$ cat src/rtl/pizp_pkg.sv
// shared types, codes and defaults for the point-in-zone pick unit
`default_nettype none
package pizp_pkg;

    localparam int DEF_MAX_SHAPES      = 16;
    localparam int DEF_MAX_VERTICES    = 64;
    localparam int DEF_COORD_FRAC_BITS = 16;
    localparam int QUEUE_DEPTH         = 2;

    typedef enum logic [1:0] {
        OP_CLEAR  = 2'd0,
        OP_SHAPE  = 2'd1,
        OP_VERTEX = 2'd2,
        OP_QUERY  = 2'd3
    } t_op;

    localparam logic [1:0] KIND_RECT    = 2'd0;
    localparam logic [1:0] KIND_ELLIPSE = 2'd1;
    localparam logic [1:0] KIND_POLY    = 2'd2;

    localparam logic [1:0] STATUS_OK       = 2'd0;
    localparam logic [1:0] STATUS_FULL     = 2'd1;
    localparam logic [1:0] STATUS_V_REJECT = 2'd2;

    typedef struct packed {
        t_op                op;
        logic [1:0]         kind;
        logic signed [19:0] x;
        logic signed [19:0] y;
        logic [18:0]        hw;
        logic [18:0]        hh;
        logic signed [16:0] c;
        logic signed [16:0] s;
    } t_item;

    typedef struct packed {
        logic  valid;
        t_item item;
    } t_queue_head;

endpackage
`default_nettype wire

$ cat src/rtl/pizp_front.sv
// command intake: decodes items and buffers them in a short queue
`default_nettype none
module pizp_front (
    input  wire logic                 i_clk,
    input  wire logic                 i_rst_n,
    input  wire logic                 i_start,
    output logic                      o_busy,
    input  wire logic [1:0]           i_operation,
    input  wire logic [1:0]           i_shape_kind,
    input  wire logic signed [19:0]   i_coord_x,
    input  wire logic signed [19:0]   i_coord_y,
    input  wire logic [18:0]          i_half_width,
    input  wire logic [18:0]          i_half_height,
    input  wire logic signed [16:0]   i_cos_angle,
    input  wire logic signed [16:0]   i_sin_angle,
    input  wire logic                 i_pop,
    output pizp_pkg::t_queue_head     o_head
);
    localparam int PW = $clog2(pizp_pkg::QUEUE_DEPTH);
    localparam int NW = $clog2(pizp_pkg::QUEUE_DEPTH + 1);

    pizp_pkg::t_item r_q [pizp_pkg::QUEUE_DEPTH];
    logic [PW-1:0]   r_wp, r_rp;
    logic [NW-1:0]   r_cnt;
    logic            push;
    pizp_pkg::t_item in_item;

    always_comb begin
        in_item.op   = pizp_pkg::t_op'(i_operation);
        in_item.kind = i_shape_kind;
        in_item.x    = i_coord_x;
        in_item.y    = i_coord_y;
        in_item.hw   = i_half_width;
        in_item.hh   = i_half_height;
        in_item.c    = i_cos_angle;
        in_item.s    = i_sin_angle;
    end

    assign o_busy      = (r_cnt == NW'(pizp_pkg::QUEUE_DEPTH));
    assign push        = i_start && !o_busy;
    assign o_head.valid = (r_cnt != '0);
    assign o_head.item  = r_q[r_rp];

    always_ff @(posedge i_clk) begin
        if (!i_rst_n) begin
            r_wp  <= '0;
            r_rp  <= '0;
            r_cnt <= '0;
        end else begin
            if (push) begin
                r_q[r_wp] <= in_item;
                r_wp      <= (r_wp == PW'(pizp_pkg::QUEUE_DEPTH - 1)) ? '0 : r_wp + 1'b1;
            end
            if (i_pop) begin
                r_rp <= (r_rp == PW'(pizp_pkg::QUEUE_DEPTH - 1)) ? '0 : r_rp + 1'b1;
            end
            if (push && !i_pop) begin
                r_cnt <= r_cnt + 1'b1;
            end else if (!push && i_pop) begin
                r_cnt <= r_cnt - 1'b1;
            end
        end
    end

`ifndef NO_ASSERTIONS
    a_pop_nonempty: assert property (@(posedge i_clk) disable iff (!i_rst_n)
        i_pop |-> r_cnt != '0) else $error("pop from empty queue");
    a_cnt_bound: assert property (@(posedge i_clk) disable iff (!i_rst_n)
        r_cnt <= NW'(pizp_pkg::QUEUE_DEPTH)) else $error("queue count overflow");
`endif
endmodule
`default_nettype wire

$ cat config.mk
export PLATFORM = sky130hd
export DESIGN_NAME = pizp_front
export DESIGN_NICKNAME = d
export VERILOG_FILES = /design/src/rtl/pizp_pkg.sv /design/src/rtl/pizp_front.sv
export SDC_FILE = /design/constraint.sdc
export NUM_CORES = 1
export LEC_CHECK = 0
export BUFFER_PORTS_ARGS = -buffer_cell sky130_fd_sc_hd__buf_4
export CAP_MARGIN = 25
export CORE_ASPECT_RATIO = 0.75
export CORE_MARGIN = 1.5
export CORE_UTILIZATION = 40
export CTS_CLUSTER_DIAMETER = 30
export DETAILED_ROUTE_END_ITERATION = 16
export GPL_TIMING_DRIVEN = 0
export MAX_ROUTING_LAYER = met4
export PLACE_DENSITY = 0.73
export SYNTH_ARGS = -nofsm -noshare
export SYNTH_HDL_FRONTEND = slang
export SYNTH_SLANG_ARGS = --single-unit
$ cat constraint.sdc
create_clock -name i_clk -period 14.9 [get_ports i_clk]
set_input_delay 2.98 -clock i_clk [delete_from_list [all_inputs] [get_ports i_clk]]
set_output_delay 2.98 -clock i_clk [all_outputs]
set_load 0.01 [all_outputs]
After elaboration in Yosys (flattened, before gate mapping)
Memories as Yosys holds them, arrays and structs flattened. A register that Yosys moved wholly into a read port is not among the register bits. Cells that the tools add are included.

Bits in registers: 4. Memory bits (writable): 232. Output and inout bits: 118. Word-level logic and storage cells: 26. Memories kept: 1.

Add/subtract/negate cells: 4. Eq/ne operators: 1. Multiplexer cells: 9. Reductions and logical operators: 8.

Memory list: r_q (words 2, width 116, rd ports 1, clocked after Yosys merged registers in 1, write ports 1, RTL line pizp_front.sv:22) `pizp_pkg::t_item r_q [pizp_pkg::QUEUE_DEPTH];`.

Operator list (number): $mux W1 (7); $mux W2 (2); $reduce_bool A2 Y1 (2); $logic_and A1 B1 Y1 (3); $logic_not A1 Y1 (3); $add A1 B1 Y1 const B (2); $add A2 B1 Y2 const B (1); $eq A2 B2 Y1 const B (1); $sub A2 B1 Y2 const B (1).

Depth between registers and ports, before layout
Gate-level depths: netlist of the first run.

Depth after elaboration: 7. Depth in mapped cells: 6.

Worst setup path after synthesis of the first run
OpenSTA, ideal clock, no wires.

Kind: input-to-reg. Start: input i_start. End: memory r_q[0][0] in the netlist's numbering, enable pin. Library setup time: 0.917 ns. Data arrival time: 14.926 ns. Required time: 13.983 ns. Setup slack: -0.943 ns. Cell stages on the path: 2. Path through: inv_1 nor4b_1.

Cells in the longest elaborated chain, start to end: 4.

Ends and longest elaborated chain: start: declaration (RTL line pizp_front.sv:6) `input wire logic i_start,`; $logic_and A1 B1 Y1 (RTL line pizp_front.sv:40) `assign push = i_start && !o_busy;`; $mux W1 (RTL line pizp_front.sv:50) `if (push) begin`; $mux W1 (RTL line pizp_front.sv:45) `if (!i_rst_n) begin`; $mux W1 (implied by the code) (RTL line pizp_front.sv:51) `r_q[r_wp] <= in_item;`; end: declaration (RTL line pizp_front.sv:22).

No other way between the ends.

==> results of run 1 <==
-- state kept, by name, summed over array words and instances, names as in the netlist, named ones only --
name,count
r_q,232
r_cnt,2
r_rp,1
r_wp,1
-- worst min-delay path, stage by stage, from the launching register on --
cell and delay [ns]:
dfxtp_1 0.32, o21ai_0 0.07, a21boi_1 0.06
-- final cells by class --
class | instances | area (um^2)
Multi-Input combinational cell | 134 | 1610
Timing Repair Buffer | 247 | 1930
Fill cell | 1602 | 8870
Clock inverter | 28 | 308
Tap cell | 288 | 360
Clock buffer | 46 | 1040
Sequential cell | 237 | 7070
Inverter | 2 | 7.51
Buffer | 13 | 103
-- path summary, 6_finish.rpt --
kind | from | end | slack (ns)
worst max-delay path | flop | o_head[68] | 10.09
worst max register to register | r_cnt[0] | r_q[1][71] | 12.65
worst min register to register | r_cnt[1] | r_cnt[1] | 0.50
worst min-delay path | r_cnt[1] | r_cnt[1] | 0.50
-- power by group through the flow --
stage               logic (mW)  registers (mW)  clock network [mW]
finish                   0.214           0.788               0.899
floorplan                0.105           0.805                   0
global route             0.228           0.791               0.953
detailed placement       0.215           0.801                   0
global placement         0.201           0.809                   0
CTS                      0.217           0.789               0.921
-- per-stage QoR --
stage | hold WS, ns | util
finish | 0.499 | 0.583
detailed placement | 0.494 | 0.519
CTS | 0.503 | 0.583
floorplan | 0.460 | -
global placement | 0.472 | 0.512
global route | 0.552 | 0.583
-- cells in the mapped netlist (all sizes together) --
cell,instances,area [um^2]
dfxtp,5,100
xnor2,1,8.76
edfxtp,232,6970
mux2,116,1460
buf,13,103
or2,1,6.26
a21boi,2,15.0
nor4b,1,8.76
nor2,1,3.75
inv,2,7.51
and2,3,18.8
o21ai,2,10.0
or3,2,12.5
ha,1,12.5
xor2,2,17.5
and3,1,6.26
nor2b,1,8.76
-- kinds of logic (layout without fill, tap and decap cells) --
kind of cell    Yosys count  after routing
flops                   237            237
mux                     116            116
buf+inv                  15            336
simple gates             10             10
compound gates            4              4
xor+xnor                  3              3
fa+ha+maj                 1              1
-- metal layers --
metal | vias to the layer above | share of wire
met5 | - | 0
met4 | 0 | 0.018
met3 | 32 | 0.089
met2 | 203 | 0.48
met1 | 2304 | 0.41
li1 | 2131 | -
==> summary.md, run 1 <==
| Metric | Value |
|---|---|
| Status | `finished clean` |
| Layout area overhead | `41.8%` |
| Hpwl dp | `12.0 mm` |
| Total wire length | `17.7 mm` |
| P_leak | `4.76 nW` |
| Post-synthesis mux area share | `0.166` |
| Worst-margin pin slew | `0.804 ns` |
| Min cycle time layout | `4.81 ns` |
| GRT busiest layer | `met2` |
| Worst hold path depth | `2` |
| Sequential share of power | `0.415` |
| # IOs | `238` |
| Mean Syn Cell Area | `22.7 um^2` |
| Post-CTS setup repair buffer count | `0` |
| Required time worst endpoint | `11.92 ns` |
| Initial Util | `0.411` |
| Layout net count | `796` |
| Syn_nets | `507` |
| Xor and xnor area share after synthesis | `0.00300` |
| Critical-path top delay cell | `dfxtp_1` |
| Design Power | `1.90 mW` |
| Clock buffer depth | `3` |
| Switching share of total power | `0.216` |
| Clock transition at path regs | `0.05 ns` |
| Final period util | `0.323` |
| Synth Area in Compound Gates | `0.00286` |
| Post-DR wirelength/cell | `17.8 um` |
| Most frequent cells in the layout | `buf_4 (237), edfxtp_1 (232), mux2_2 (76)` |
| Unrepaired setup endpoints after global routing | `no` |
| Worst min path class | `flop to flop` |
| Clock sink count | `237` |
| Layout Cells excl Fill | `995` |
| Max Clock Freq | `0.208 GHz` |
| Commonest non-fill, non-tap cell in the layout | `buf_4` |
| CTS buffer count | `40` |
| Largest net degree at the start of global routing | `64` |
| Core area | `0.0213 mm^2` |
| CP endpoint kind | `primary output` |
| CP Launch Type | `flop` |
| Final Setup Violations | `0` |
| DR iter-0 viols | `207` |
| Comb power frac | `0.112` |
| Drt drc | `0` |
| Met3 usage in global routing | `0.0547` |
| Clk_lat worst skew | `0.50 ns` |
| Worst slew margin | `0.464` |
| #FFs+latches synth | `237` |
| Worst-path cell chain | `buf_6, buf_6, buf_6, mux2_4, buf_4` |
| Top delay family on crit path | `buffers and inverters` |
| Via count | `4670` |
| Vias in the first global route | `5144` |
| Crit path depth | `5` |
| Most frequent CP cell | `buf_6` |
| Placed cells | `920` |
| PwrDens | `153 mW/mm^2` |
| Largest family of logic cells by synthesized area | `multiplexers` |
| First-pass detailed-route iteration total | `4` |
| Clk network pwr share | `0.473` |
| Max-cap viol count | `0` |
| Hold_buf cts | `0` |
| Site row count | `46` |
| Met2 usage | `0.256` |
| Critical path arrival | `1.83 ns` |
| Syn. warnings | `0` |
| Depth of the most critical reg-to-reg path | `4` |
| Placed inst area | `0.0111 mm^2` |
| Worst setup slack after placement | `9.61 ns` |
| Final Hold Vio Count | `0` |
| Internal power | `1.49 mW` |
| Critical path type | `flop to primary output` |
| Die area | `0.0228 mm^2` |
| Fin area | `0.0124 mm^2` |
| Die width | `174 um` |
| Simple-Gate Fraction of Synth Area | `0.00743` |
| Sequential share of the synthesized area | `0.807` |
| Synthesized cell area | `0.00876 mm^2` |
| Post-DR vias/cell | `4.69` |
| CP Max Fanout | `10` |
| Ant diodes | `0` |
| CP bufs+invs | `4` |
| Clock root buffer | `clkbuf_16` |
| PortBufs | `237` |
| Final Max Slew Viols | `0` |
| Largest stage delay on the critical path | `0.32 ns` |
| GR Overflow Total | `0` |
| Net Sw Power | `0.411 mW` |
| CTS H-tree lvls | `2` |
| Post-Route Setup TNS | `0 ns` |
| CTS tree | `yes` |
| DIE HEIGHT | `131 um` |
| Share of layout cells above drive strength 1 | `0.631` |
| Post-synthesis cell count | `386` |
| Final WS setup | `10.09 ns` |
| First-pass GRT wire length | `27.4 mm` |
| Peak supply drop | `0.0955 mV` |
| Grt met1 use | `0.189` |
| Post-synth cell types | `20` |
| Adder-cell share of the synthesized area | `0.00143` |
| Final ANT Viol Nets | `0` |
| Skew final | `0.0153 ns` |
| GP Congestion | `0.777` |
| CTS resizes | `0` |
| Total GRT Usage | `0.159` |
| Initial antenna violation count | `0` |
No activity file was read; power rests on OpenSTA's default activity.
==> run 2, diff against run 1 <==
- PLACE_DENSITY: 0.73 -> 0.71
- clock period: 14.9 -> 4.9 ns (I/O delays scaled with it)
==> run 2 against run 1 <==
Against the previous run: design area down 0.65%; sequential power grew to 3.0 times the previous value; hold slack gained 0.016 ns; critical path type unchanged; largest cell class unchanged.
==> summary.md, run 2 (synthesis results as in run 1) <==
| Metric | Value |
|---|---|
| Status | `finished clean` |
| Clock root buffer | `clkbuf_16` |
| GP Congestion | `0.776 (-0.17%)` |
| CP Launch Type | `flop` |
| Worst-path cell chain | `buf_6, buf_6, buf_6, mux2_4, buf_4` |
| Final Max Slew Viols | `0 (unchanged)` |
| Largest regs | `r_q (232), r_cnt (2)` |
| PwrDens | `456 mW/mm^2 (+200%)` |
| Critical-path top delay cell | `mux2_4` |
| First-pass detailed-route iteration total | `4 (unchanged)` |
| Design Power | `5.62 mW (+200%)` |
| Final Setup Violations | `0 (unchanged)` |
| CTS resizes | `0 (unchanged)` |
| Largest stage delay on the critical path | `0.32 ns (about the same)` |
| Depth of the most critical reg-to-reg path | `7 (+3)` |
| Unrepaired setup endpoints after global routing | `no` |
| DR iter-0 viols | `228 (+10%)` |
| Clock sink count | `237 (unchanged)` |
| P_leak | `4.72 nW (-0.87%)` |
| Worst slew margin | `0.418 (-0.0453)` |
| Initial Util | `0.411 (unchanged)` |
| Worst-margin pin slew | `0.872 ns (+0.0680 ns)` |
| Site row count | `46 (unchanged)` |
| Die width | `174 um (unchanged)` |
| Clock buffer depth | `3 (unchanged)` |
| Layout area overhead | `40.8%` |
| Post-DR vias/cell | `4.64 (-1.2%)` |
| Largest net degree at the start of global routing | `60 (-6.3%)` |
| Most frequent CP cell | `buf_6` |
| Initial antenna violation count | `0 (unchanged)` |
| Via count | `4594 (-1.6%)` |
| Total GRT Usage | `0.156 (-0.00315)` |
| Worst min path class | `flop to flop` |
| Die area | `0.0228 mm^2 (unchanged)` |
| PortBufs | `237 (unchanged)` |
| Max-cap viol count | `0 (unchanged)` |
| Crit path depth | `5 (unchanged)` |
| Max Clock Freq | `0.358 GHz` |
| Final period util | `0.570` |
| Hold_buf cts | `0 (unchanged)` |
| Post-Route Setup TNS | `0 ns (unchanged)` |
| CTS tree | `yes` |
| Post-CTS setup repair buffer count | `0 (unchanged)` |
| Reg2reg start | `r_cnt[0]` |
| Max FFs per register | `232 (unchanged)` |
| Core area | `0.0213 mm^2 (unchanged)` |
| CP bufs+invs | `4 (unchanged)` |
| Clk_lat worst skew | `0.50 ns (about the same)` |
| Final ANT Viol Nets | `0 (unchanged)` |
| Ant diodes | `0 (unchanged)` |
| First-pass GRT wire length | `26.8 mm (-2.5%)` |
| Layout net count | `797 (+0.13%)` |
| Drt drc | `0 (unchanged)` |
| Clock transition at path regs | `0.05 ns (about the same)` |
| Required time worst endpoint | `3.92 ns (-8.00 ns)` |
| # IOs | `238 (unchanged)` |
| GR Overflow Total | `0 (unchanged)` |
| Min cycle time layout | `2.79 ns` |
| # fillers | `1648 (+2.9%)` |
| Most flops, register | `r_q` |
| Top delay family on crit path | `buffers and inverters` |
| Skew final | `0.0109 ns (-0.00432 ns)` |
| Critical path type | `flop to primary output` |
| Worst setup slack after placement | `1.92 ns (-7.68 ns)` |
| Total wire length | `17.5 mm (-1.2%)` |
| Vias in the first global route | `5002 (-2.8%)` |
| Fin Hold WS | `0.515 ns (+0.0160 ns)` |
| Hpwl dp | `12.0 mm (-0.44%)` |
| Peak supply drop | `0.330 mV (+250%)` |
| Share of layout cells above drive strength 1 | `0.624 (-0.00637)` |
| CP Max Fanout | `10 (unchanged)` |
| Most frequent cells in the layout | `buf_4 (237), edfxtp_1 (232), mux2_2 (76)` |
| Worst R2R End | `r_q[0][64]` |
| Final WS setup | `2.11 ns (-7.98 ns)` |
| CP endpoint kind | `primary output` |
| CTS H-tree lvls | `2 (unchanged)` |
| Commonest non-fill, non-tap cell in the layout | `buf_4` |
| Post-DR wirelength/cell | `17.6 um (-0.77%)` |
| Register-to-register setup slack | `2.62 ns (-10.03 ns)` |
| DIE HEIGHT | `131 um (unchanged)` |
| CTS buffer count | `41 (+2.5%)` |
| Critical path arrival | `1.81 ns (-0.02 ns)` |
| Worst setup endpoint | `o_head[89]` |
| Final Hold Vio Count | `0 (unchanged)` |
[run 2: through the flow]
stage	instances	util	instance area, um^2
6_report	991	0.579	12300
3_3_place_gp	911	0.513	10900
2_1_floorplan	386	-	8790
3_5_place_dp	921	0.520	11100
5_1_grt	991	0.579	12300
4_1_cts	991	0.579	12300
[run 2: worst min-delay path: stages, from the launching register on]
cell      delay, ns
dfxtp_1        0.31
o21ai_0        0.08
a21boi_1       0.07
[run 2: worst min path at each step]
stage | from | endpoint | slack [ns] | cells after the start
2_1_floorplan | r_cnt[1] | r_cnt[1] | 0.46 | 2
3_3_place_gp | r_cnt[1] | r_cnt[1] | 0.48 | 2
3_5_place_dp | r_cnt[1] | r_cnt[1] | 0.53 | 2
4_1_cts | r_cnt[1] | r_cnt[1] | 0.53 | 2
5_1_grt | r_cnt[1] | r_cnt[1] | 0.57 | 2
6_report | r_cnt[1] | r_cnt[1] | 0.51 | 2
[run 2: power breakdown]
| group | switching, mW | leakage [nW] | internal [mW] |
|---|---|---|---|
| Sequential | 0.0298 | 2.17 | 2.37 |
| Clock | 0.886 | 0.613 | 1.69 |
| Combinational | 0.294 | 1.94 | 0.358 |
[run 2: final cells by class]
class / count / area, um^2 / area share
Buffer: 13 / 103 / 0.00831
Multi-Input combinational cell: 134 / 1610 / 0.130
Sequential cell: 237 / 7070 / 0.573
Clock inverter: 20 / 199 / 0.0161
Tap cell: 288 / 360 / 0.0292
Timing Repair Buffer: 247 / 1930 / 0.156
Clock buffer: 50 / 1060 / 0.0859
Inverter: 2 / 20.0 / 0.00162
[run 2: layer usage]
metal / track usage / part of all wire / vias to the layer above / routed length (um)
li1: - / - / 2124 / -
met1: 0.189 / 0.43 / 2226 / 7450
met2: 0.242 / 0.46 / 203 / 8060
met3: 0.0524 / 0.086 / 41 / 1510
met4: 0.0594 / 0.025 / 0 / 440
met5: - / 0 / - / 0
==> run 3, diff against run 2 <==
- ABC_AREA: unset -> 1
- clock period: 4.9 -> 2.6 ns (I/O delays scaled with it)
==> run 3 against run 2 <==
Against the previous run: sequential power is 86% higher; clock power grew 110%; first-iteration DRC count is 5.3% lower; sequential share of layout area shrank 1.1 points; sequential cell count stayed put; utilization up 1.1 points; setup slack worse by 1.9 ns.
==> summary.md, run 3 <==
| Metric | Value |
|---|---|
| CP Launch Type | `flop` |
| Most flops, register | `r_q` |
| Fin Hold WS | `0.193 ns (-0.322 ns)` |
| Layout net count | `809 (+1.5%)` |
| DIE HEIGHT | `131 um (about the same)` |
| Placed inst area | `0.0112 mm^2 (+0.73%)` |
| Post-Route Setup TNS | `0 ns (unchanged)` |
| Syn_nets | `518 (+2.2%)` |
| Final period util | `0.912` |
| Clk_lat worst skew | `0.50 ns (about the same)` |
| CTS buffer count | `42 (+2.4%)` |
| Post-synth EDFFs | `232 (unchanged)` |
| Post-synthesis cell count | `397 (+2.8%)` |
| Clock buffer depth | `3 (unchanged)` |
| Initial Util | `0.412 (about the same)` |
| GP Congestion | `0.795 (+2.5%)` |
| Syn. warnings | `0 (unchanged)` |
| Largest stage delay on the critical path | `0.33 ns (about the same)` |
| PwrDens | `874 mW/mm^2 (+92%)` |
| Synthesized cell area | `0.00877 mm^2 (about the same)` |
| Critical path type | `flop to primary output` |
| Total GRT Usage | `0.161 (+0.00557)` |
| Min cycle time layout | `2.37 ns` |
| Hpwl dp | `12.4 mm (+3.4%)` |
| CTS resizes | `0 (unchanged)` |
| Design Power | `11.0 mW (+96%)` |
| Top cells by area, synth | `edfxtp_1 (79%), mux2_2 (9.8%), mux2_4 (6.9%)` |
| Post-CTS setup repair buffer count | `0 (unchanged)` |
| Synth top cells by count | `edfxtp_1 (232), mux2_2 (76), mux2_4 (40)` |
| Clock transition at path regs | `0.05 ns (about the same)` |
| Final Max Slew Viols | `0 (unchanged)` |
| Max FFs per register | `232 (unchanged)` |
| Worst hold start | `i_sin_angle[12]` |
| Critical path arrival | `1.85 ns (+0.04 ns)` |
| Final WS setup | `0.229 ns (-1.88 ns)` |
| Skew final | `0.0116 ns (+0.000630 ns)` |
| Layout Cells excl Fill | `1008 (+1.7%)` |
| Unrepaired setup endpoints after global routing | `no` |
| Worst hold path depth | `1 (-1)` |
| First-pass GRT wire length | `27.8 mm (+4.0%)` |
| Peak supply drop | `0.606 mV (+84%)` |
| Die area | `0.0228 mm^2 (about the same)` |
| GR Overflow Total | `0 (unchanged)` |
| Top cell type's share of synthesized area | `0.795 (about the same)` |
| #FFs+latches synth | `237 (unchanged)` |
| Initial antenna violation count | `0 (unchanged)` |
| Fin area | `0.0126 mm^2 (+2.0%)` |
| Mean Syn Cell Area | `22.1 um^2 (-2.7%)` |
| Finished Core Util | `0.591 (+0.0115)` |
| Worst-margin pin slew | `0.724 ns (-0.148 ns)` |
| Worst min path class | `primary input to flop` |
| Post-DR vias/cell | `4.67 (+0.80%)` |
| First-pass detailed-route iteration total | `4 (unchanged)` |
| Leading area contributor after synthesis | `edfxtp_1` |
| Max Clock Freq | `0.422 GHz` |
| Most frequent cells in the layout | `buf_4 (237), edfxtp_1 (232), mux2_2 (76)` |
| Worst slew margin | `0.516 (+0.0978)` |
| PortBufs | `237 (unchanged)` |
| CTS tree | `yes` |
| Main synth FF type | `edfxtp_1` |
| Final ANT Viol Nets | `0 (unchanged)` |
| Largest net degree at the start of global routing | `35 (-42%)` |
| Layout area overhead | `43.6%` |
| Drt drc | `0 (unchanged)` |
| Site row count | `46 (unchanged)` |
| CP Max Fanout | `10 (unchanged)` |
| CTS H-tree lvls | `2 (unchanged)` |
| Status | `finished clean` |
| Hold_buf cts | `0 (unchanged)` |
| Total wire length | `18.0 mm (+3.2%)` |
| Clock root buffer | `clkbuf_16` |
| Worst setup slack after placement | `0.0746 ns (-1.85 ns)` |
| Commonest non-fill, non-tap cell in the layout | `buf_4` |
| Via count | `4710 (+2.5%)` |
| Post-DR wirelength/cell | `17.9 um (+1.5%)` |
| Share of layout cells above drive strength 1 | `0.629 (+0.00470)` |
| CP endpoint kind | `primary output` |
| Most frequent cell after synthesis | `edfxtp_1` |
| Core area | `0.0213 mm^2 (unchanged)` |
| Reg2reg start | `r_cnt[1]` |
| P_leak | `4.85 nW (+2.7%)` |
| Clock sink count | `237 (unchanged)` |
| Post-synth cell types | `16 (-20%)` |
| Required time worst endpoint | `2.08 ns (-1.84 ns)` |
| Asr flop ratio synth | `0 (unchanged)` |
| Critical-path top delay cell | `mux2_4` |
| Placed cells | `932 (+1.2%)` |
| Final Hold Vio Count | `0 (unchanged)` |
| Max-cap viol count | `0 (unchanged)` |
| Worst-path cell chain | `buf_6, buf_6, buf_6, mux2_4, buf_4` |
| Final Setup Violations | `0 (unchanged)` |
| # IOs | `238 (unchanged)` |
| Ant diodes | `0 (unchanged)` |
| Largest regs | `r_q (232), r_cnt (2)` |
| Sequential share of the synthesized area | `0.806 (about the same)` |
| Most frequent CP cell | `buf_6` |
| Vias in the first global route | `5179 (+3.5%)` |
| Die width | `174 um (about the same)` |
| DR iter-0 viols | `216 (-5.3%)` |
| Depth of the most critical reg-to-reg path | `7 (unchanged)` |
run 3: logic make-up (layout without fill, tap and decap cells):
family,after synthesis,count (layout),synth area share
flops,237,237,0.806
mux,116,116,0.166
buf+inv,22,345,0.0156
simple gates,16,16,0.00742
compound gates,4,4,0.00228
fa+ha+maj,1,1,0.00143
xor+xnor,1,1,0.000999
run 3: layout make-up:
| type | instances | area, um^2 |
|---|---|---|
| buffer | 13 | 103 |
| clock buffer | 45 | 1080 |
| clock inverter | 31 | 338 |
| fill | 1602 | 8710 |
| inverter | 9 | 41.3 |
| multi-input combinational | 138 | 1600 |
| sequential | 237 | 7070 |
| tap | 288 | 360 |
| timing repair buffer | 247 | 1990 |
run 3: worst paths after layout:
kind | slack, ns | to
min reg2reg | 0.48 | r_wp
max reg2reg | 0.34 | r_q[1][71]
min | 0.19 | r_q[0][12]
max | 0.23 | o_head[79]
run 3: where the power goes:
part	total, mW	leakage (nW)	internal, mW	switching, mW
sequential	4.46	2.16	4.41	0.0458
clock	5.40	0.699	3.55	1.84
combinational	1.14	1.98	0.624	0.517
total	11.0	4.85	8.59	2.41
run 3: critical path, delay by kind of cell (launching register included):
family	cells	cell delay, ns
buffers and inverters	4	0.69
multiplexers	1	0.33
flip-flops	1	0.32
run 3: layer usage:
metal,vias to the layer above,part of all wire,global-route usage
met5,-,0,-
met1,2295,0.44,0.201
met2,208,0.46,0.246
li1,2165,-,-
met3,42,0.087,0.0547
met4,0,0.020,0.0565
